**config.mk**
```make
export PLATFORM = sky130hd
export DESIGN_NAME = card_deck_shuffle_and_deal_top_flat
export DESIGN_NICKNAME = d
export VERILOG_FILES = /design/src/rtl/cdsd_pkg.sv /design/src/rtl/cdsd_if.sv /design/src/rtl/cdsd_ram.sv /design/src/rtl/cdsd_mod.sv /design/src/rtl/card_deck_shuffle_and_deal_top.sv /design/src/flat_wrapper.sv
export SDC_FILE = /design/constraint.sdc
export NUM_CORES = 1
export LEC_CHECK = 0
export BUFFER_PORTS_ARGS = -buffer_cell sky130_fd_sc_hd__buf_2
export CAP_MARGIN = 20
export CELL_PAD_IN_SITES_DETAIL_PLACEMENT = 0
export CELL_PAD_IN_SITES_GLOBAL_PLACEMENT = 1
export CORE_MARGIN = 1.5
export CORE_UTILIZATION = 30
export DETAILED_ROUTE_END_ITERATION = 6
export HOLD_SLACK_MARGIN = 0.12
export MAX_ROUTING_LAYER = met4
export PLACE_DENSITY_LB_ADDON = 0.1
export SYNTH_ARGS = -nofsm -noshare
export SYNTH_HDL_FRONTEND = slang
export SYNTH_SLANG_ARGS = --single-unit
```
**constraint.sdc**
```tcl
create_clock -name clk -period 8.5 [get_ports clk]
set_input_delay 0.425 -clock clk [delete_from_list [all_inputs] [get_ports clk]]
set_output_delay 0.425 -clock clk [all_outputs]
set_load 0.05 [all_outputs]
```
**src/rtl/cdsd_pkg.sv**
```systemverilog
// Package for the card deck shuffle and deal block.
// Holds widths, mode and status codes, sequencer states and the card decode.
// No dependencies.
package cdsd_pkg;

    // Default deck size and card layout
    localparam int DECK_ENTRIES_DEF = 52;
    localparam int RANKS_PER_SUIT   = 13;
    localparam int SUIT_COUNT       = 4;
    localparam int CODE_W           = 6;

    // Request and result field widths
    localparam int MODE_W   = 2;
    localparam int WORD_W   = 32;
    localparam int STATUS_W = 2;
    localparam int RANK_W   = 4;
    localparam int SUIT_W   = 2;

    typedef enum logic [MODE_W-1:0] {
        MODE_INIT      = 2'd0,
        MODE_SHUFFLE   = 2'd1,
        MODE_DEAL_UP   = 2'd2,
        MODE_DEAL_DOWN = 2'd3
    } mode_t;

    typedef enum logic [STATUS_W-1:0] {
        STS_DEALT     = 2'd0,
        STS_EXHAUSTED = 2'd1,
        STS_STEP      = 2'd2,
        STS_COMPLETE  = 2'd3
    } status_t;

    typedef enum logic [2:0] {
        ST_IDLE,
        ST_DIV,
        ST_RD_POS,
        ST_WR_POS,
        ST_WR_J,
        ST_DEAL_WAIT,
        ST_EMIT
    } state_t;

    // Status of the remainder unit towards the sequencer
    typedef struct packed {
        logic busy;
        logic done;
    } mod_sts_t;

    // Card code to rank 1..13: code mod 13 by repeated subtraction (code < 64)
    function automatic logic [RANK_W-1:0] card_rank_f(input logic [CODE_W-1:0] code);
        logic [CODE_W-1:0] r;
        r = code;
        for (int i = 0; i < 4; i++) begin
            if (r >= CODE_W'(RANKS_PER_SUIT)) begin
                r = r - CODE_W'(RANKS_PER_SUIT);
            end
        end
        return RANK_W'(r) + RANK_W'(1);
    endfunction

    // Card code to suit: (code / 13) mod 4, the low quotient bits
    function automatic logic [SUIT_W-1:0] card_suit_f(input logic [CODE_W-1:0] code);
        logic [CODE_W-1:0] r;
        logic [2:0]        q;
        r = code;
        q = '0;
        for (int i = 0; i < 4; i++) begin
            if (r >= CODE_W'(RANKS_PER_SUIT)) begin
                r = r - CODE_W'(RANKS_PER_SUIT);
                q = q + 3'd1;
            end
        end
        return q[SUIT_W-1:0];
    endfunction

endpackage

```
**src/rtl/cdsd_if.sv**
```systemverilog
// Handshake interfaces for the request and result channels.
// Depends on cdsd_pkg for field widths.
interface cdsd_cmd_if
    import cdsd_pkg::*;
();
    logic                valid;
    logic                ready;
    logic [MODE_W-1:0]   mode;
    logic [WORD_W-1:0]   random_word;

    modport source (output valid, output mode, output random_word, input ready);
    modport sink   (input valid, input mode, input random_word, output ready);
endinterface

interface cdsd_rsp_if
    import cdsd_pkg::*;
();
    logic                valid;
    logic                ready;
    logic [STATUS_W-1:0] status;
    logic [RANK_W-1:0]   card_rank;
    logic [SUIT_W-1:0]   card_suit;
    logic                face_up;

    modport source (output valid, output status, output card_rank, output card_suit,
                    output face_up, input ready);
    modport sink   (input valid, input status, input card_rank, input card_suit,
                    input face_up, output ready);
endinterface

```
**src/rtl/cdsd_ram.sv**
```systemverilog
// Generic single write port, single read port RAM with registered read.
// No dependencies.
module cdsd_ram #(
    parameter int WIDTH = 8,
    parameter int DEPTH = 16
) (
    input  logic                     clk,
    input  logic                     we,
    input  logic [$clog2(DEPTH)-1:0] waddr,
    input  logic [WIDTH-1:0]         wdata,
    input  logic [$clog2(DEPTH)-1:0] raddr,
    output logic [WIDTH-1:0]         rdata
);

    logic [WIDTH-1:0] mem [DEPTH];

    // Write port
    always_ff @(posedge clk)
    begin
        if (we)
        begin
            mem[waddr] <= wdata;
        end
    end

    // Registered read
    always_ff @(posedge clk)
    begin
        rdata <= mem[raddr];
    end

endmodule

```
**src/rtl/cdsd_mod.sv**
```systemverilog
// Bit-serial remainder unit: 32-bit word modulo a small divisor, one bit a cycle.
// Depends on cdsd_pkg for WORD_W and mod_sts_t.
module cdsd_mod
    import cdsd_pkg::*;
#(
    parameter int DIV_W = 6,
    parameter int REM_W = 6
) (
    input  logic              clk,
    input  logic              rst_n,
    input  logic              start,
    input  logic [WORD_W-1:0] dividend,
    input  logic [DIV_W-1:0]  divisor,
    output mod_sts_t          sts,
    output logic [REM_W-1:0]  remainder
);

    localparam int CNT_W = $clog2(WORD_W);

    logic              busy_reg,  busy_next;
    logic              done_reg,  done_next;
    logic [CNT_W-1:0]  cnt_reg,   cnt_next;
    logic [WORD_W-1:0] word_reg,  word_next;
    logic [DIV_W-1:0]  div_reg,   div_next;
    logic [DIV_W-1:0]  rem_reg,   rem_next;
    logic [DIV_W:0]    trial;

    always_ff @(posedge clk or negedge rst_n)
    begin
        if (!rst_n)
        begin
            busy_reg <= 1'b0;
            done_reg <= 1'b0;
            cnt_reg  <= '0;
            word_reg <= '0;
            div_reg  <= '0;
            rem_reg  <= '0;
        end
        else
        begin
            busy_reg <= busy_next;
            done_reg <= done_next;
            cnt_reg  <= cnt_next;
            word_reg <= word_next;
            div_reg  <= div_next;
            rem_reg  <= rem_next;
        end
    end

    // One restoring step: shift in the next dividend bit, subtract if it fits
    assign trial = {rem_reg, word_reg[WORD_W-1]};

    always_comb
    begin
        busy_next = busy_reg;
        done_next = 1'b0;
        cnt_next  = cnt_reg;
        word_next = word_reg;
        div_next  = div_reg;
        rem_next  = rem_reg;
        if (start)
        begin
            busy_next = 1'b1;
            cnt_next  = CNT_W'(WORD_W - 1);
            word_next = dividend;
            div_next  = divisor;
            rem_next  = '0;
        end
        else if (busy_reg)
        begin
            word_next = {word_reg[WORD_W-2:0], 1'b0};
            if (trial >= {1'b0, div_reg})
            begin
                rem_next = DIV_W'(trial - {1'b0, div_reg});
            end
            else
            begin
                rem_next = DIV_W'(trial);
            end
            cnt_next = cnt_reg - CNT_W'(1);
            if (cnt_reg == '0)
            begin
                busy_next = 1'b0;
                done_next = 1'b1;
            end
        end
    end

    assign sts.busy  = busy_reg;
    assign sts.done  = done_reg;
    // Remainder is below the divisor, so it fits an entry index
    assign remainder = REM_W'(rem_reg);

endmodule

```
**src/rtl/card_deck_shuffle_and_deal_top.sv**
```systemverilog
// Top level of the card deck shuffle and deal block: sequencer, pointers, valid bits.
// Depends on cdsd_pkg, cdsd_if, cdsd_ram and cdsd_mod.
//
//   channel | modport | fields                                   | role
//   --------+---------+------------------------------------------+-----------------------
//   cmd     | sink    | mode, random_word                        | init, shuffle, deal
//   rsp     | source  | status, card_rank, card_suit, face_up    | one result per request
//
// From one acceptance to the next: init goes straight to the result load, a deal reads
// its entry and then loads the result, and a deal on an exhausted deck goes straight to
// the result load. A shuffle step runs the bit-serial remainder unit (a restoring step
// per dividend bit and a done cycle, the last also reading the shuffle-position entry),
// then the partner read, the two writes of the swap and the result load. One request
// is worked on at a time. Reset (and init) clears the per-entry valid bits; an entry
// not yet written reads as its ordered code, so no clearing pass is needed.
// A result waits in the output register; a stalled result channel holds the sequencer
// only when the next result is ready to be loaded.
module card_deck_shuffle_and_deal_top
    import cdsd_pkg::*;
#(
    parameter int DECK_ENTRIES = DECK_ENTRIES_DEF
) (
    input  logic       clk,
    input  logic       rst_n,
    cdsd_cmd_if.sink   cmd,
    cdsd_rsp_if.source rsp
);

    localparam int POS_W = $clog2(DECK_ENTRIES);
    localparam int CNT_W = $clog2(DECK_ENTRIES + 1);
    localparam logic [POS_W-1:0] LAST_POS = POS_W'(DECK_ENTRIES - 1);
    localparam logic [CNT_W-1:0] DEAL_END = CNT_W'(DECK_ENTRIES);

    state_t             state_reg,     state_next;
    mode_t              mode_reg,      mode_next;
    logic [CNT_W-1:0]   deal_reg,      deal_next;
    logic [POS_W-1:0]   spos_reg,      spos_next;
    logic [POS_W-1:0]   pos_reg,       pos_next;
    logic [POS_W-1:0]   j_reg,         j_next;
    logic [CODE_W-1:0]  dp_reg,        dp_next;
    logic [DECK_ENTRIES-1:0] valid_reg, valid_next;
    logic [POS_W-1:0]   rd_addr_reg;
    logic               rd_vld_reg;
    status_t            res_status_reg, res_status_next;
    logic [RANK_W-1:0]  res_rank_reg,  res_rank_next;
    logic [SUIT_W-1:0]  res_suit_reg,  res_suit_next;
    logic               res_up_reg,    res_up_next;
    logic               out_valid_reg, out_valid_next;
    status_t            out_status_reg, out_status_next;
    logic [RANK_W-1:0]  out_rank_reg,  out_rank_next;
    logic [SUIT_W-1:0]  out_suit_reg,  out_suit_next;
    logic               out_up_reg,    out_up_next;

    logic               ram_we;
    logic [POS_W-1:0]   ram_waddr;
    logic [CODE_W-1:0]  ram_wdata;
    logic [POS_W-1:0]   ram_raddr;
    logic [CODE_W-1:0]  ram_q;
    logic [CODE_W-1:0]  code_rd;
    logic [POS_W-1:0]   pos_eff;
    logic [CNT_W-1:0]   divisor;
    logic               mod_start;
    mod_sts_t           mod_sts;
    logic [POS_W-1:0]   mod_rem;

    // Deck memory
    cdsd_ram #(
        .WIDTH (CODE_W),
        .DEPTH (DECK_ENTRIES)
    ) u_deck (
        .clk   (clk),
        .we    (ram_we),
        .waddr (ram_waddr),
        .wdata (ram_wdata),
        .raddr (ram_raddr),
        .rdata (ram_q)
    );

    // Remainder unit for the swap partner
    cdsd_mod #(
        .DIV_W (CNT_W),
        .REM_W (POS_W)
    ) u_mod (
        .clk       (clk),
        .rst_n     (rst_n),
        .start     (mod_start),
        .dividend  (cmd.random_word),
        .divisor   (divisor),
        .sts       (mod_sts),
        .remainder (mod_rem)
    );

    // Shuffle position in range, and the modulus it gives
    assign pos_eff = (spos_reg == '0 || CNT_W'(spos_reg) >= DEAL_END) ? LAST_POS : spos_reg;
    assign divisor = CNT_W'(pos_eff) + CNT_W'(1);

    // Read address per state
    always_comb
    begin
        unique case (state_reg)
            ST_IDLE:   ram_raddr = deal_reg[POS_W-1:0];
            ST_RD_POS: ram_raddr = j_reg;
            default:   ram_raddr = pos_reg;
        endcase
    end

    // An entry never written since reset or init reads as its ordered code
    assign code_rd = rd_vld_reg ? ram_q : CODE_W'(rd_addr_reg);

    // Registers
    always_ff @(posedge clk or negedge rst_n)
    begin
        if (!rst_n)
        begin
            state_reg      <= ST_IDLE;
            mode_reg       <= MODE_INIT;
            deal_reg       <= '0;
            spos_reg       <= LAST_POS;
            pos_reg        <= LAST_POS;
            j_reg          <= '0;
            dp_reg         <= '0;
            valid_reg      <= '0;
            rd_addr_reg    <= '0;
            rd_vld_reg     <= 1'b0;
            res_status_reg <= STS_DEALT;
            res_rank_reg   <= '0;
            res_suit_reg   <= '0;
            res_up_reg     <= 1'b0;
            out_valid_reg  <= 1'b0;
            out_status_reg <= STS_DEALT;
            out_rank_reg   <= '0;
            out_suit_reg   <= '0;
            out_up_reg     <= 1'b0;
        end
        else
        begin
            state_reg      <= state_next;
            mode_reg       <= mode_next;
            deal_reg       <= deal_next;
            spos_reg       <= spos_next;
            pos_reg        <= pos_next;
            j_reg          <= j_next;
            dp_reg         <= dp_next;
            valid_reg      <= valid_next;
            rd_addr_reg    <= ram_raddr;
            rd_vld_reg     <= (CNT_W'(ram_raddr) < DEAL_END) ? valid_reg[ram_raddr] : 1'b0;
            res_status_reg <= res_status_next;
            res_rank_reg   <= res_rank_next;
            res_suit_reg   <= res_suit_next;
            res_up_reg     <= res_up_next;
            out_valid_reg  <= out_valid_next;
            out_status_reg <= out_status_next;
            out_rank_reg   <= out_rank_next;
            out_suit_reg   <= out_suit_next;
            out_up_reg     <= out_up_next;
        end
    end

    // Sequencer: next state, memory accesses, pointers and result
    always_comb
    begin
        state_next      = state_reg;
        mode_next       = mode_reg;
        deal_next       = deal_reg;
        spos_next       = spos_reg;
        pos_next        = pos_reg;
        j_next          = j_reg;
        dp_next         = dp_reg;
        valid_next      = valid_reg;
        res_status_next = res_status_reg;
        res_rank_next   = res_rank_reg;
        res_suit_next   = res_suit_reg;
        res_up_next     = res_up_reg;
        out_valid_next  = out_valid_reg && !rsp.ready;
        out_status_next = out_status_reg;
        out_rank_next   = out_rank_reg;
        out_suit_next   = out_suit_reg;
        out_up_next     = out_up_reg;
        ram_we          = 1'b0;
        ram_waddr       = pos_reg;
        ram_wdata       = code_rd;
        mod_start       = 1'b0;

        unique case (state_reg)
            ST_IDLE:
            begin
                if (cmd.valid)
                begin
                    mode_next     = mode_t'(cmd.mode);
                    res_rank_next = '0;
                    res_suit_next = '0;
                    res_up_next   = 1'b0;
                    unique case (mode_t'(cmd.mode))
                        MODE_INIT:
                        begin
                            valid_next      = '0;
                            deal_next       = '0;
                            spos_next       = LAST_POS;
                            res_status_next = STS_COMPLETE;
                            state_next      = ST_EMIT;
                        end
                        MODE_SHUFFLE:
                        begin
                            pos_next   = pos_eff;
                            mod_start  = 1'b1;
                            state_next = ST_DIV;
                        end
                        MODE_DEAL_UP, MODE_DEAL_DOWN:
                        begin
                            if (deal_reg == DEAL_END)
                            begin
                                res_status_next = STS_EXHAUSTED;
                                state_next      = ST_EMIT;
                            end
                            else
                            begin
                                state_next = ST_DEAL_WAIT;
                            end
                        end
                    endcase
                end
            end
            ST_DIV:
            begin
                if (mod_sts.done)
                begin
                    j_next     = mod_rem;
                    state_next = ST_RD_POS;
                end
            end
            ST_RD_POS:
            begin
                // Entry at the shuffle position arrives; partner read goes out
                dp_next    = code_rd;
                state_next = ST_WR_POS;
            end
            ST_WR_POS:
            begin
                ram_we     = 1'b1;
                ram_waddr  = pos_reg;
                ram_wdata  = code_rd;
                state_next = ST_WR_J;
            end
            ST_WR_J:
            begin
                ram_we    = 1'b1;
                ram_waddr = j_reg;
                ram_wdata = dp_reg;
                if (pos_reg == POS_W'(1))
                begin
                    deal_next       = '0;
                    spos_next       = LAST_POS;
                    res_status_next = STS_COMPLETE;
                end
                else
                begin
                    spos_next       = pos_reg - POS_W'(1);
                    res_status_next = STS_STEP;
                end
                state_next = ST_EMIT;
            end
            ST_DEAL_WAIT:
            begin
                res_status_next = STS_DEALT;
                res_rank_next   = card_rank_f(code_rd);
                res_suit_next   = card_suit_f(code_rd);
                res_up_next     = (mode_reg == MODE_DEAL_UP);
                deal_next       = deal_reg + CNT_W'(1);
                state_next      = ST_EMIT;
            end
            ST_EMIT:
            begin
                if (!out_valid_reg || rsp.ready)
                begin
                    out_valid_next  = 1'b1;
                    out_status_next = res_status_reg;
                    out_rank_next   = res_rank_reg;
                    out_suit_next   = res_suit_reg;
                    out_up_next     = res_up_reg;
                    state_next      = ST_IDLE;
                end
            end
            default:
            begin
                state_next = ST_IDLE;
            end
        endcase

        // A written entry holds memory data from now on
        if (ram_we)
        begin
            valid_next[ram_waddr] = 1'b1;
        end
    end

    // Ports
    assign cmd.ready     = (state_reg == ST_IDLE);
    assign rsp.valid     = out_valid_reg;
    assign rsp.status    = out_status_reg;
    assign rsp.card_rank = out_rank_reg;
    assign rsp.card_suit = out_suit_reg;
    assign rsp.face_up   = out_up_reg;

`ifndef ASSERT_OFF
    // Deal pointer never passes the exhausted value
    a_deal_range: assert property (@(posedge clk) disable iff (!rst_n)
        deal_reg <= DEAL_END)
        else $error("deal pointer out of range");

    // Shuffle position stays a nonzero entry index
    a_spos_range: assert property (@(posedge clk) disable iff (!rst_n)
        spos_reg != '0 && CNT_W'(spos_reg) < DEAL_END)
        else $error("shuffle position out of range");

    // Remainder unit runs only while the sequencer waits on it
    a_mod_owned: assert property (@(posedge clk) disable iff (!rst_n)
        mod_sts.busy |-> state_reg == ST_DIV)
        else $error("remainder unit busy outside divide state");

    // A dealt card carries a rank of ace to king
    a_rank_valid: assert property (@(posedge clk) disable iff (!rst_n)
        (rsp.valid && rsp.status == STS_DEALT) |->
            (rsp.card_rank != '0 && rsp.card_rank <= RANK_W'(RANKS_PER_SUIT)))
        else $error("dealt card with bad rank");
`endif

endmodule
```
**src/flat_wrapper.sv**
```systemverilog
// flat-port wrapper written by rule: the top's interface ports become plain ports
module card_deck_shuffle_and_deal_top_flat import cdsd_pkg::*;
#(
    parameter int DECK_ENTRIES = DECK_ENTRIES_DEF
)
  (clk, rst_n, cmd_valid, cmd_mode, cmd_random_word, cmd_ready, rsp_valid, rsp_status, rsp_card_rank, rsp_card_suit, rsp_face_up, rsp_ready);
  cdsd_cmd_if cmd_i ();
  cdsd_rsp_if rsp_i ();
  input  logic clk;
  input  logic rst_n;
  input wire logic [$bits(cmd_i.valid)-1:0] cmd_valid;
  input wire logic [$bits(cmd_i.mode)-1:0] cmd_mode;
  input wire logic [$bits(cmd_i.random_word)-1:0] cmd_random_word;
  output wire logic [$bits(cmd_i.ready)-1:0] cmd_ready;
  output wire logic [$bits(rsp_i.valid)-1:0] rsp_valid;
  output wire logic [$bits(rsp_i.status)-1:0] rsp_status;
  output wire logic [$bits(rsp_i.card_rank)-1:0] rsp_card_rank;
  output wire logic [$bits(rsp_i.card_suit)-1:0] rsp_card_suit;
  output wire logic [$bits(rsp_i.face_up)-1:0] rsp_face_up;
  input wire logic [$bits(rsp_i.ready)-1:0] rsp_ready;
  assign cmd_i.valid = cmd_valid;
  assign cmd_i.mode = cmd_mode;
  assign cmd_i.random_word = cmd_random_word;
  assign cmd_ready = cmd_i.ready;
  assign rsp_valid = rsp_i.valid;
  assign rsp_status = rsp_i.status;
  assign rsp_card_rank = rsp_i.card_rank;
  assign rsp_card_suit = rsp_i.card_suit;
  assign rsp_face_up = rsp_i.face_up;
  assign rsp_i.ready = rsp_ready;
  card_deck_shuffle_and_deal_top #(.DECK_ENTRIES(DECK_ENTRIES)) u_core (.clk(clk), .rst_n(rst_n), .cmd(cmd_i), .rsp(rsp_i));
endmodule
```
After elaboration in Yosys (flattened, before gate mapping) --
Memory sizes are Yosys's and may differ from the RTL's. A register that Yosys moved wholly into a read port is not among the register bits. Index checks and enable logic that the tools add are counted.
Storage, ports and cells: memories kept 1, flip-flop bits (word level) 164, word-level logic and storage cells 170, memory bits (writable) 312
Memory list:
- u_core.u_deck.mem | words 52, width 6, rd ports 1, clocked after Yosys merged registers in 1, write ports 1, line cdsd_ram.sv:15 | logic [WIDTH-1:0] mem [DEPTH];
Cells by class: equality and inequality tests 19, magnitude comparators 10, add/subtract/negate cells 13, reduce and logical (&&, ||, !) cells 26, mux-type cells 75, bitwise gates (word level) 1
Operator list (number):
- $mux W52 | 4
- $mux W6 | 19
- $mux W32 | 2
- $or A52 B52 Y52 | 1
- $ge A6 B4 Y1 const B | 4
- $pmux W6 S2 | 2
- $mux W1 | 20
- $mux W2 | 10
- $pmux W3 S6 | 1
- $pmux W6 S3 | 1
- $sub A6 B4 Y6 const B | 3
- $lt A6 B7 Y1 const B | 2
- $add A6 B1 Y6 const B | 2
- $mux W4 | 3
- $mux W5 | 2
- $eq A3 B3 Y1 const B | 3
- $mux W3 | 3
- $pmux W3 S3 | 1
- $reduce_and A3 Y1 | 3
- $pmux W2 S2 | 2
- $pmux W4 S2 | 1
- $reduce_and A2 Y1 | 4
- $reduce_and A4 Y1 | 2
- $ge A7 B6 Y1 | 1
- other kinds (33) | 48

Depth between registers and ports, before layout --
Gate-level depths: netlist of the first run.
word-level depth 15, depth in mapped cells 20, depth with buffers taken out 18

Cells and area by module --
A second synthesis of the first run with hierarchy kept.
Second synthesis, totals: cell total of the unflattened synthesis 1509, area total of the unflattened synthesis 21324.2 um^2
By module, submodules not included:
- cdsd_ram | cells an instance 590, area each 12366.9 um^2, times used 1
- card_deck_shuffle_and_deal_top | cells an instance 662, area each 6304.8 um^2, times used 1
- cdsd_mod | cells an instance 257, area each 2652.5 um^2, times used 1

Least setup slack after synthesis of the first run --
No wires, ideal clock.
kind flip-flop to flip-flop, from reg u_core.rd_vld_reg, to reg u_core.res_rank_reg[2], data arrival time 4233 ps, cell stages (with the launch flop) 19, setup slack 4137 ps, path through dfrtp_1 -> buf_6 -> buf_8 -> mux2i_1 -> ha_1 -> nor2b_1 -> o32ai_4 -> inv_4 -> mux2i_1 -> or4_1 -> o211a_2 -> o41ai_4 -> o21bai_2 -> o21ai_2 -> mux2_4 -> and2_1 -> ha_1 -> xnor2_1 -> o21ai_1
On the way: cells in the longest elaborated chain, start to end 15, elaborated cells on any way between the ends 19, those cells by class add/sub (5); order compare (4); mux (10)
Ends and longest elaborated chain:
- start: declaration | line card_deck_shuffle_and_deal_top.sv:43 | logic rd_vld_reg;
- start signal: assignment | line card_deck_shuffle_and_deal_top.sv:146 | rd_vld_reg <= (CNT_W'(ram_raddr) < DEAL_END) ? valid_reg[ram_raddr] : 1'b0;
- $mux W6 * | line card_deck_shuffle_and_deal_top.sv:108 | assign code_rd = rd_vld_reg ? ram_q : CODE_W'(rd_addr_reg);
- $sub A6 B4 Y6 / $ge A6 B4 Y1 (equally long branches) | line cdsd_pkg.sv:55, cdsd_pkg.sv:54
- $mux W6 * | line cdsd_pkg.sv:54 | if (r >= CODE_W'(RANKS_PER_SUIT)) begin
- $mux W6 * | line card_deck_shuffle_and_deal_top.sv:184 | unique case (state_reg)
- $sub A6 B4 Y6 / $ge A6 B4 Y1 (equally long branches) | line cdsd_pkg.sv:55, cdsd_pkg.sv:54
- $mux W6 * | line cdsd_pkg.sv:54
- $mux W6 * | line card_deck_shuffle_and_deal_top.sv:184
- $sub A6 B4 Y6 / $ge A6 B4 Y1 (equally long branches) | line cdsd_pkg.sv:55, cdsd_pkg.sv:54
- $mux W6 * | line cdsd_pkg.sv:54
- $mux W6 * | line card_deck_shuffle_and_deal_top.sv:184
- $ge A6 B4 Y1 / $sub A4 B4 Y4 (equally long branches) | line cdsd_pkg.sv:54, cdsd_pkg.sv:55
- $mux W4 * | line cdsd_pkg.sv:54
- $mux W4 * | line card_deck_shuffle_and_deal_top.sv:184
- $add A4 B1 Y4 * | line cdsd_pkg.sv:58 | return RANK_W'(r) + RANK_W'(1);
- $pmux W4 S2 * | line card_deck_shuffle_and_deal_top.sv:184
- end signal: assignment | line card_deck_shuffle_and_deal_top.sv:148 | res_rank_reg <= res_rank_next;
- end: declaration | line card_deck_shuffle_and_deal_top.sv:45 | logic [RANK_W-1:0] res_rank_reg, res_rank_next;
Every way passes the cells marked *; elsewhere a longest branch is shown, timed or not. The select of a mux whose other input is x is not followed. A chain may end at the register's enable or synchronous reset.

Final worst setup path of the first run --
Same ends and word-level chain as after synthesis.

==> impl_results.md, run 1 <==
* Syn. warnings at 0
* Drt pass-1 iters at 7
* Number of maximum-capacitance violations at 0
* Synth area leaders: edfxtp_1 (45%), dfrtp_1 (19%), mux4_2 (9.7%), nand2_1 (2.7%), mux2i_1 (2.7%)
* Syn nets at 1,511
* CTS clk-pin slew, worst paths at 0.06 ns
* Routed vias at 12,400
* Via density at 4.90
* TritonCTS clock tree: done
* Drc violations at 0
* Comb power frac at 45.4%
* Status: completed
* Leakage at 9.51 nW
* CP required at 8.99 ns
* Sequential area share after synthesis at 64.7%
* Initial Util at 30.5%
* Clock network fraction of total power at 22.9%
* Setup Buffers After CTS at 0
* TNS Setup at 0 ns
* Reg-to-reg endpoint: u_core.res_rank_reg[2]$_DFFE_PN0P_
* CTS H-tree lvls at 2
* Die Span Y at 268 um
* Sw Share at 39.4%
* Post-synth EDFFs at 312
* Post-synth top area share at 44.6%
* Die width at 268 um
* Commonest cells post-synth: edfxtp_1 (312), dfrtp_1 (156), nand2_1 (153), nor2_1 (113), mux4_2 (91)
* Post-Synth Adder-Cell Area at 1.17%
* Sequential share of power at 31.7%
* Netlist cell types at 91
* Dpl ws at 3.05 ns
* Ant. Diodes at 0
* Nets at 1,601
* Internal power at 6.73 mW
* Setup CP Type: flip-flop to flip-flop
* Synth-to-layout area growth at 17.6%
* Post-synthesis mux area share at 14.1%
* XOR/XNOR Fraction of Synth Area at 0.994%
* WHS at 0.200 ns
* Hold WC Path Type: input port to flip-flop
* #FFs+latches synth at 482
* R2r startpoint: u_core.rd_vld_reg$_DFF_PN0_
* Worst setup margin at 3.08 ns
* Arr. time, crit path at 5.91 ns
* Antenna Nets Post-Route at 0
* Crit path max fanout at 18
* Clk_lat worst skew at 0.62 ns
* Worst Hold Launch: cmd_valid
* Cells after synthesis at 1,454
* Top Usage Layer GRT: met2
* Largest family of logic cells by synthesized area: multiplexers
* Rows at 96
* Most common cell in the netlist: edfxtp_1
* Global placement routability congestion at 0.764
* I/O Pins at 49
* Clk buf depth at 3
* Total wire length at 53,700 um
* FILL cells at 6,682
* Hold path depth at 2
* Largest net degree at the start of global routing at 93
* FF-to-FF path depth at 16
* Gr ovfl total at 0
* Post-DP HPWL at 33,000 um
* # port buffers at 48
* Synth area leader: edfxtp_1
* Average instance area after synthesis at 14.5 um2
* Critical path launch point type: flip-flop
* RSZ-0062 raised after global routing: false
* Setup slack, reg-to-reg at 3.08 ns
* Met3 Usage GRT at 2.76%
* Hold EP: u_core.state_reg[0]$_DFFE_PN0P_
* Initial antenna violation count at 0
* Die area at 0.0717 mm2
* Post-cts resize count at 0
* Final Core Density at 35.9%
* Global Route met1 Usage at 21.2%
* Global-route usage over all layers at 15.7%
* Element type at the critical path end: flip-flop
* Final Hold Vio Count at 0
* Compound-Gate Fraction of Synth Area at 8.77%
* Worst rel slew slack at 35.8%
* Met2 usage in global routing at 24.8%
* Slew @ Worst Pin at 0.955 ns
* Fin crit period at 5.42 ns
* P_sw at 4.38 mW
* Post-synthesis async set-or-reset flop share at 34.0%
* CORE AREA at 0.0689 mm2
* Synth Flop Type: edfxtp_1
* Final Max Slew Viols at 0
* Vias in the first global route at 12,800
* Cts bufs inserted at 55
* Root buf cell: clkbuf_16
* Iter 0 DRT Violations at 743
* F_max at 185 MHz
* Power Dens Cells at 449 mW/mm2
* DR WL/cell at 21.3 um
* Share of cells above drive strength 1 at 20.5%
* Max FFs per register at 312
* Post-route clock period utilization at 63.7%
* First-pass GRT wire length at 82,000 um
* Final setup violation count at 0
* Final Skew at 0.0236 ns
* CTS sink cnt at 482
* Synth Cell Area at 0.0210 mm2
* Max rail drop VDD at 0.286 mV
* Simple-gate share of the synthesized area at 8.29%
==> layer usage <==
layer,wire [um],up-vias
met1,25300,6386
met5,0,-
met4,1050,0
met2,25100,194
met3,2170,70
li1,-,5715
==> stage by stage <==
| step | cells | power, mW | instance area [um2] |
|---|---|---|---|
| after global routing | 2521 | 11.8 | 24700 |
| after floorplan | 1454 | 7.09 | 21000 |
| after detailed placement | 2382 | 8.70 | 22400 |
| final | 2521 | 11.1 | 24700 |
| after CTS | 2521 | 11.3 | 24700 |
| after global placement | 2382 | 8.68 | 22400 |
==> power groups by stage <==
stage / clock network (mW) / registers [mW] / logic [mW]
6_report: 2.54 / 3.53 / 5.04
2_1_floorplan: 0 / 3.55 / 3.55
4_1_cts: 2.62 / 3.53 / 5.15
5_1_grt: 2.71 / 3.57 / 5.55
3_5_place_dp: 0 / 3.57 / 5.13
3_3_place_gp: 0 / 3.57 / 5.12
==> worst max path at each step <==
stage,from,to,cells after the start
after floorplan,u_core.rd_vld_reg$_DFF_PN0_,u_core.res_rank_reg[2]$_DFFE_PN0P_,18
after CTS,u_core.rd_vld_reg$_DFF_PN0_,u_core.res_rank_reg[2]$_DFFE_PN0P_,16
after detailed placement,u_core.rd_vld_reg$_DFF_PN0_,u_core.res_rank_reg[2]$_DFFE_PN0P_,16
after global placement,u_core.rd_vld_reg$_DFF_PN0_,u_core.res_rank_reg[2]$_DFFE_PN0P_,16
final,u_core.rd_vld_reg$_DFF_PN0_,u_core.res_rank_reg[2]$_DFFE_PN0P_,16
after global routing,u_core.rd_vld_reg$_DFF_PN0_,u_core.res_rank_reg[2]$_DFFE_PN0P_,16
==> timing repair <==
item                       in CTS  in global routing
setup endpoints to repair       0                  0
hold buffers                   36                  0
hold endpoints to repair       78                  0
==> cell type report <==
cell class | count | area (um2) | share of cell area (%)
sequential | 482 | 13600 | 55.0
clock inverter | 32 | 444 | 1.80
tap | 931 | 1160 | 4.71
inverter | 29 | 113 | 0.455
multi-input combinational | 868 | 7100 | 28.7
clock buffer | 71 | 1510 | 6.10
timing repair buffer | 108 | 800 | 3.23
==> logic make-up (layout without fill, tap and decap cells) <==
family	Yosys count	count (layout)
buffers and inverters	104	240
xor gates and xnor gates	23	23
DFF	482	482
adders and majority gates	19	19
muxes	173	173
and+or+nand+nor	386	386
AOI/OAI and AO/OA	267	267
==> cells in the final DEF, fill, tap and decap left out, types with 7 or more instances in the layout <==
master and count:
nor2_1 112, clkbuf_16 56, xnor2_1 14, xor2_1 8, a21o_1 58, buf_4 23
and3_1 9, nand2_1 153, dlygate4sd3_1 36, mux2_2 18, ha_1 18, clkinv_2 13
a31oi_1 10, buf_2 47, edfxtp_1 312, nand2b_1 12, inv_1 24, o21ai_0 60
nor3_1 14, mux4_2 91, bufinv_16 10, mux2i_1 56, a21oi_1 33, nand3b_1 7
o211ai_1 13, clkinv_1 8, dfstp_2 8, a211oi_1 20, clkbuf_1 10, dfrtp_1 155
nand3_1 37
==> worst max-delay path: stages, from the launching register on <==
cell and delay, ns:
dfrtp_1 0.94, mux2i_1 0.73, ha_1 0.39, nor2b_1 0.34
o32ai_4 0.15, xnor2_1 0.57, o21ai_2 0.12, o211ai_2 0.29
inv_2 0.12, o41ai_4 0.43, o21bai_2 0.14, o21ai_2 0.14
mux2_4 0.35, and2_1 0.14, ha_1 0.20, xnor2_1 0.15
o21ai_1 0.08
Note: power is estimated with default switching activity, not from simulation.
==> run 2, diff against run 1 <==
- clock period: 8.5 -> 5.5 ns (I/O delays scaled with it)
==> run 2 against run 1 <==
Sequential cell count did not move. Utilization fell by 0.087 points. Global-route usage up 0.41 points. Clock skew increased by 0.00079 ns. Final area shrank 0.24%. Worst setup slack lost 2.2 ns. Count of clock-buffer cells in the layout increased by 5. Routed wire length is 2.6% higher. Register-to-register slack got worse by 2.2 ns. Via count fell by 0.44%. Largest cell class unchanged.
==> impl_results.md, run 2 (synthesis gave the netlist of run 1 again) <==
* Status: completed
* Rows at 96
* CP required at 6.00 ns
* Global-route usage over all layers at 16.2%
* Crit path max fanout at 9
* Via density at 4.86
* CTS H-tree lvls at 2
* Max incr delay on CP at 0.57 ns
* Element type at the critical path end: flip-flop
* First-pass GRT wire length at 83,700 um
* Gr ovfl total at 0
* WL met2 at 25,900 um
* Final Hold Vio Count at 0
* Post-cts resize count at 0
* Max rail drop VDD at 0.297 mV
* Slew @ Worst Pin at 0.908 ns
* Clk_lat worst skew at 0.62 ns
* Setup Buffers After CTS at 0
* FILL cells at 6,686
* I/O Pins at 49
* Final Skew at 0.0244 ns
* Max FFs per register at 312
* Cts bufs inserted at 56
* Die width at 268 um
* Drt pass-1 iters at 7
* Global placement routability congestion at 0.770
* CORE AREA at 0.0689 mm2
* WP buf/inv at 1
* Final Max Slew Viols at 0
* WL met1 at 26,400 um
* Delay-heaviest family, CP: compound AO/OA/AOI/OAI gates
* Power Dens Cells at 690 mW/mm2
* CP cell instances: mux2i_4 > ha_1 > nor2b_1 > o32ai_4 > xnor2_1 > o21ai_2 > o211ai_2 > inv_2 > o41ai_4 > o21bai_2 > o21ai_2 > mux2_4 > and2_1 > ha_1 > xnor2_1 > o21ai_1
* Post-route clock period utilization at 83.4%
* Routed vias at 12,300
* Initial Util at 30.5%
* Final std cells w/o fill at 2,531
* Number of maximum-capacitance violations at 0
* Final setup violation count at 0
* RSZ-0062 raised after global routing: false
* Root buf cell: clkbuf_16
* Synth-to-layout area growth at 17.3%
* Critical path launch point type: flip-flop
* Pwr Total at 17.0 mW
* Setup CP Type: flip-flop to flip-flop
* WHS at 0.275 ns
* Die area at 0.0717 mm2
* Total wire length at 55,100 um
* Nets at 1,611
* Drc violations at 0
* TritonCTS clock tree: done
* CTS clk-pin slew, worst paths at 0.06 ns
* Share of cells above drive strength 1 at 20.3%
* F_max at 218 MHz
* TNS Setup at 0 ns
* # port buffers at 48
* CTS sink cnt at 482
* Commonest cells after routing, fill and taps aside: edfxtp_1 (312), dfrtp_1 (155), nand2_1 (153)
* Routed wl met3 at 1700 um
* Post-DP HPWL at 34,800 um
* Antenna Nets Post-Route at 0
* CTS Hold Bufs at 37
* Ant. Diodes at 0
* Initial antenna violation count at 0
* CP max stage cell: xnor2_1
* Largest net degree at the start of global routing at 80
* Clk buf depth at 3
* Fin crit period at 4.59 ns
* Arr. time, crit path at 5.09 ns
* DR WL/cell at 21.8 um
* Leakage at 9.48 nW
* Worst rel slew slack at 39.1%
* Hold WC Path Type: input port to asynchronous set/reset pin
* Commonest non-fill, non-tap cell in the layout: edfxtp_1
* Max layer used: met4
* Die Span Y at 268 um
* Iter 0 DRT Violations at 829
* Vias in the first global route at 12,900
* Placed Cells incl. Taps at 2,390
-- run 2: changes by cell type in the layout (fill, tap and decap cells not counted), sizes merged --
| cell | before | now |
|---|---|---|
| clkbuf | 71 | 76 |
| inv | 28 | 31 |
| buf | 72 | 80 |
| clkinv | 22 | 21 |
| bufinv | 10 | 4 |
| dlygate4sd3 | 36 | 37 |
-- run 2: worst reg2reg max path: cells and delay by family (launching register included) --
family	cells	cell delay, ns
flops	1	0.44
xor+xnor	2	0.73
mux	2	0.83
buf+inv	1	0.12
fa+ha+maj	2	0.56
simple gates	2	0.46
compound gates	7	1.34
-- run 2: stage by stage --
stage / setup WS [ns] / util [%] / instance area (um2)
final: 0.911 / 35.8 / 24700
after global routing: 0.564 / 35.8 / 24700
after CTS: 0.925 / 35.8 / 24700
after detailed placement: 0.948 / 32.6 / 22500
after global placement: 0.945 / 32.6 / 22500
after floorplan: 1.14 / - / 21000
-- run 2: where the power goes --
part | internal [mW] | switching, mW
clock network | 2.13 | 1.53
logic | 3.03 | 4.92
registers | 5.04 | 0.382
-- run 2: layout make-up --
class | instances | area [um2] | share of cell area (%)
clock buffer | 76 | 1530 | 6.19
clock inverter | 28 | 270 | 1.10
tap | 931 | 1160 | 4.72
sequential | 482 | 13600 | 55.1
timing repair buffer | 117 | 895 | 3.63
multi-input combinational | 868 | 7100 | 28.8
inverter | 29 | 113 | 0.456
-- run 2: final timing paths --
check | start | end | slack, ns | cells past startpoint
max | u_core.rd_vld_reg$_DFF_PN0_ | u_core.res_rank_reg[2]$_DFFE_PN0P_ | 0.91 | 16
min in group clk | cmd_random_word[0] | u_core.u_mod.word_reg[0]$_DFFE_PN0P_ | 0.39 | 4
min reg2reg | u_core.valid_reg[13]$_DFF_PN0_ | u_core.valid_reg[13]$_DFF_PN0_ | 0.47 | 1
max in group asynchronous | rst_n | u_core.valid_reg[8]$_DFF_PN0_ | 4.04 | 3
min | rst_n | u_core.rsp.card_rank[2]$_DFFE_PN0P_ | 0.28 | 2
max reg2reg | u_core.rd_vld_reg$_DFF_PN0_ | u_core.res_rank_reg[2]$_DFFE_PN0P_ | 0.91 | 16
-- run 2: routing by layer --
metal	vias to the layer above	track usage, %
met1	6331	22.0
met2	160	25.2
met4	0	4.41
met5	-	-
li1	5748	-
met3	71	2.35
==> run 3, diff against run 2 <==
- clock period: 5.5 -> 4.6 ns (I/O delays scaled with it)
==> run 3 against run 2 <==
Sequential share of layout area down 0.33 points. Combinational power increased by 23%. Clock skew down 0.0029 ns. Final area rose by 0.61%. Critical endpoint unchanged. Largest cell class unchanged. Largest power group unchanged.
==> impl_results.md, run 3 (synthesis gave the netlist of run 1 again) <==
* F_max at 232 MHz
* Final Core Density at 36.0%
* Global-route usage over all layers at 16.4%
* Setup CP Type: flip-flop to flip-flop
* Global placement routability congestion at 0.769
* Final Max Slew Viols at 0
* Vias in the first global route at 13,100
* Clk buf depth at 3
* Slew @ Worst Pin at 1.03 ns
* Initial Util at 30.5%
* Via density at 4.91
* Commonest non-fill, non-tap cell in the layout: edfxtp_1
* Gr ovfl total at 0
* I/O Pins at 49
* Final Skew at 0.0215 ns
* CTS H-tree lvls at 2
* CP required at 5.09 ns
* Crit path max fanout at 7
* Post-DP HPWL at 35,600 um
* RSZ-0062 raised after global routing: false
* Largest net degree at the start of global routing at 99
* Element type at the critical path end: flip-flop
* TNS Setup at 0 ns
* # port buffers at 48
* Root buf cell: clkbuf_16
* Post-route clock period utilization at 93.6%
* Max rail drop VDD at 0.333 mV
* Final std cells w/o fill at 2,550
* Die Span Y at 268 um
* Die width at 268 um
* Iter 0 DRT Violations at 737
* Routed vias at 12,500
* Drc violations at 0
* Rows at 96
* DR WL/cell at 21.6 um
* Hold WC Path Type: input port to asynchronous set/reset pin
* Pwr Total at 20.5 mW
* Setup Buffers After CTS at 0
* CTS clk-pin slew, worst paths at 0.06 ns
* CTS sink cnt at 482
* Initial antenna violation count at 2
* Setup slack, reg-to-reg at 0.30 ns
* Share of cells above drive strength 1 at 20.8%
* Leakage at 9.56 nW
* Status: completed
* R2r startpoint: u_core.rd_vld_reg$_DFF_PN0_
* Cts bufs inserted at 55
* Final setup violation count at 0
* First-pass GRT wire length at 84,800 um
* Die area at 0.0717 mm2
* Antenna Nets Post-Route at 0
* TritonCTS clock tree: done
* Synth-to-layout area growth at 18.0%
* Arr. time, crit path at 4.79 ns
* Clk_lat worst skew at 0.62 ns
* Drt pass-1 iters at 5
* FF-to-FF path depth at 17
* Worst setup margin at 0.296 ns
* Total wire length at 55,100 um
* Number of maximum-capacitance violations at 0
* Commonest cells after routing, fill and taps aside: edfxtp_1 (312), dfrtp_1 (155), nand2_1 (153)
* Placed Cells incl. Taps at 2,409
* Nets at 1,629
* Dpl ws at 0.214 ns
* CORE AREA at 0.0689 mm2
* Max FFs per register at 312
* Final Hold Vio Count at 0
* Worst rel slew slack at 31.1%
* Fin crit period at 4.30 ns
* Reg-to-reg endpoint: u_core.res_rank_reg[2]$_DFFE_PN0P_
* Critical path launch point type: flip-flop
* Power Dens Cells at 825 mW/mm2
[run 3: routing by layer]
layer / global-route usage [%] / wire length [um] / vias up
met3: 2.39 / 1980 / 76
li1: - / - / 5788
met2: 25.5 / 26000 / 200
met5: - / 0 / -
met4: 5.21 / 1310 / 0
met1: 22.1 / 25800 / 6469
[run 3: what timing repair did]
| action | 4_1_cts | 5_1_grt |
|---|---|---|
| hold endpoints to repair | 104 | 0 |
| resized for setup | 0 | 1 |
| setup endpoints to repair | 0 | 2 |
| hold buffers | 37 | 0 |
[run 3: how the worst max path moves through the flow]
stage / startpoint / end / cells past startpoint
2_1_floorplan: u_core.rd_vld_reg$_DFF_PN0_ / u_core.res_rank_reg[2]$_DFFE_PN0P_ / 18
3_3_place_gp: u_core.rd_vld_reg$_DFF_PN0_ / u_core.res_rank_reg[2]$_DFFE_PN0P_ / 17
5_1_grt: u_core.rd_vld_reg$_DFF_PN0_ / u_core.res_rank_reg[2]$_DFFE_PN0P_ / 17
4_1_cts: u_core.rd_vld_reg$_DFF_PN0_ / u_core.res_rank_reg[2]$_DFFE_PN0P_ / 16
3_5_place_dp: u_core.rd_vld_reg$_DFF_PN0_ / u_core.res_rank_reg[2]$_DFFE_PN0P_ / 16
6_report: u_core.rd_vld_reg$_DFF_PN0_ / u_core.res_rank_reg[2]$_DFFE_PN0P_ / 17
[run 3: final cells by class]
type                       count  area (um2)
inverter                      29         113
sequential                   482       13600
clock inverter                24         209
multi-input combinational    868        7100
timing repair buffer         136        1100
tap                          931        1160
fill                        6735       44100
antenna                        1        2.50
clock buffer                  79        1530
[run 3: worst max-delay path, cell delays in order (launching register included)]
cell and delay [ns]:
dfrtp_1 0.45, mux2i_1 0.31, buf_4 0.21, ha_1 0.19, nor2b_2 0.08, o32ai_4 0.32, inv_4 0.13, mux2i_1 0.17
or4_1 0.58, o211a_2 0.22, o41ai_4 0.34, o21bai_2 0.14, o21ai_2 0.13, mux2_4 0.34, and2_1 0.15, ha_1 0.20
xnor2_1 0.15, o21ai_1 0.08
[run 3: power by group]
| part | total, mW | internal (mW) | switching (mW) |
|---|---|---|---|
| Clock | 4.24 | 2.47 | 1.77 |
| Sequential | 6.49 | 6.02 | 0.465 |
| Combinational | 9.76 | 3.83 | 5.92 |
[run 3: per-stage QoR]
step	area [um2]	hold WS, ns
after floorplan	21000	-0.0656
after global placement	22700	0.319
after detailed placement	22700	0.310
after CTS	24800	0.239
after global routing	24800	0.245
final	24800	0.196
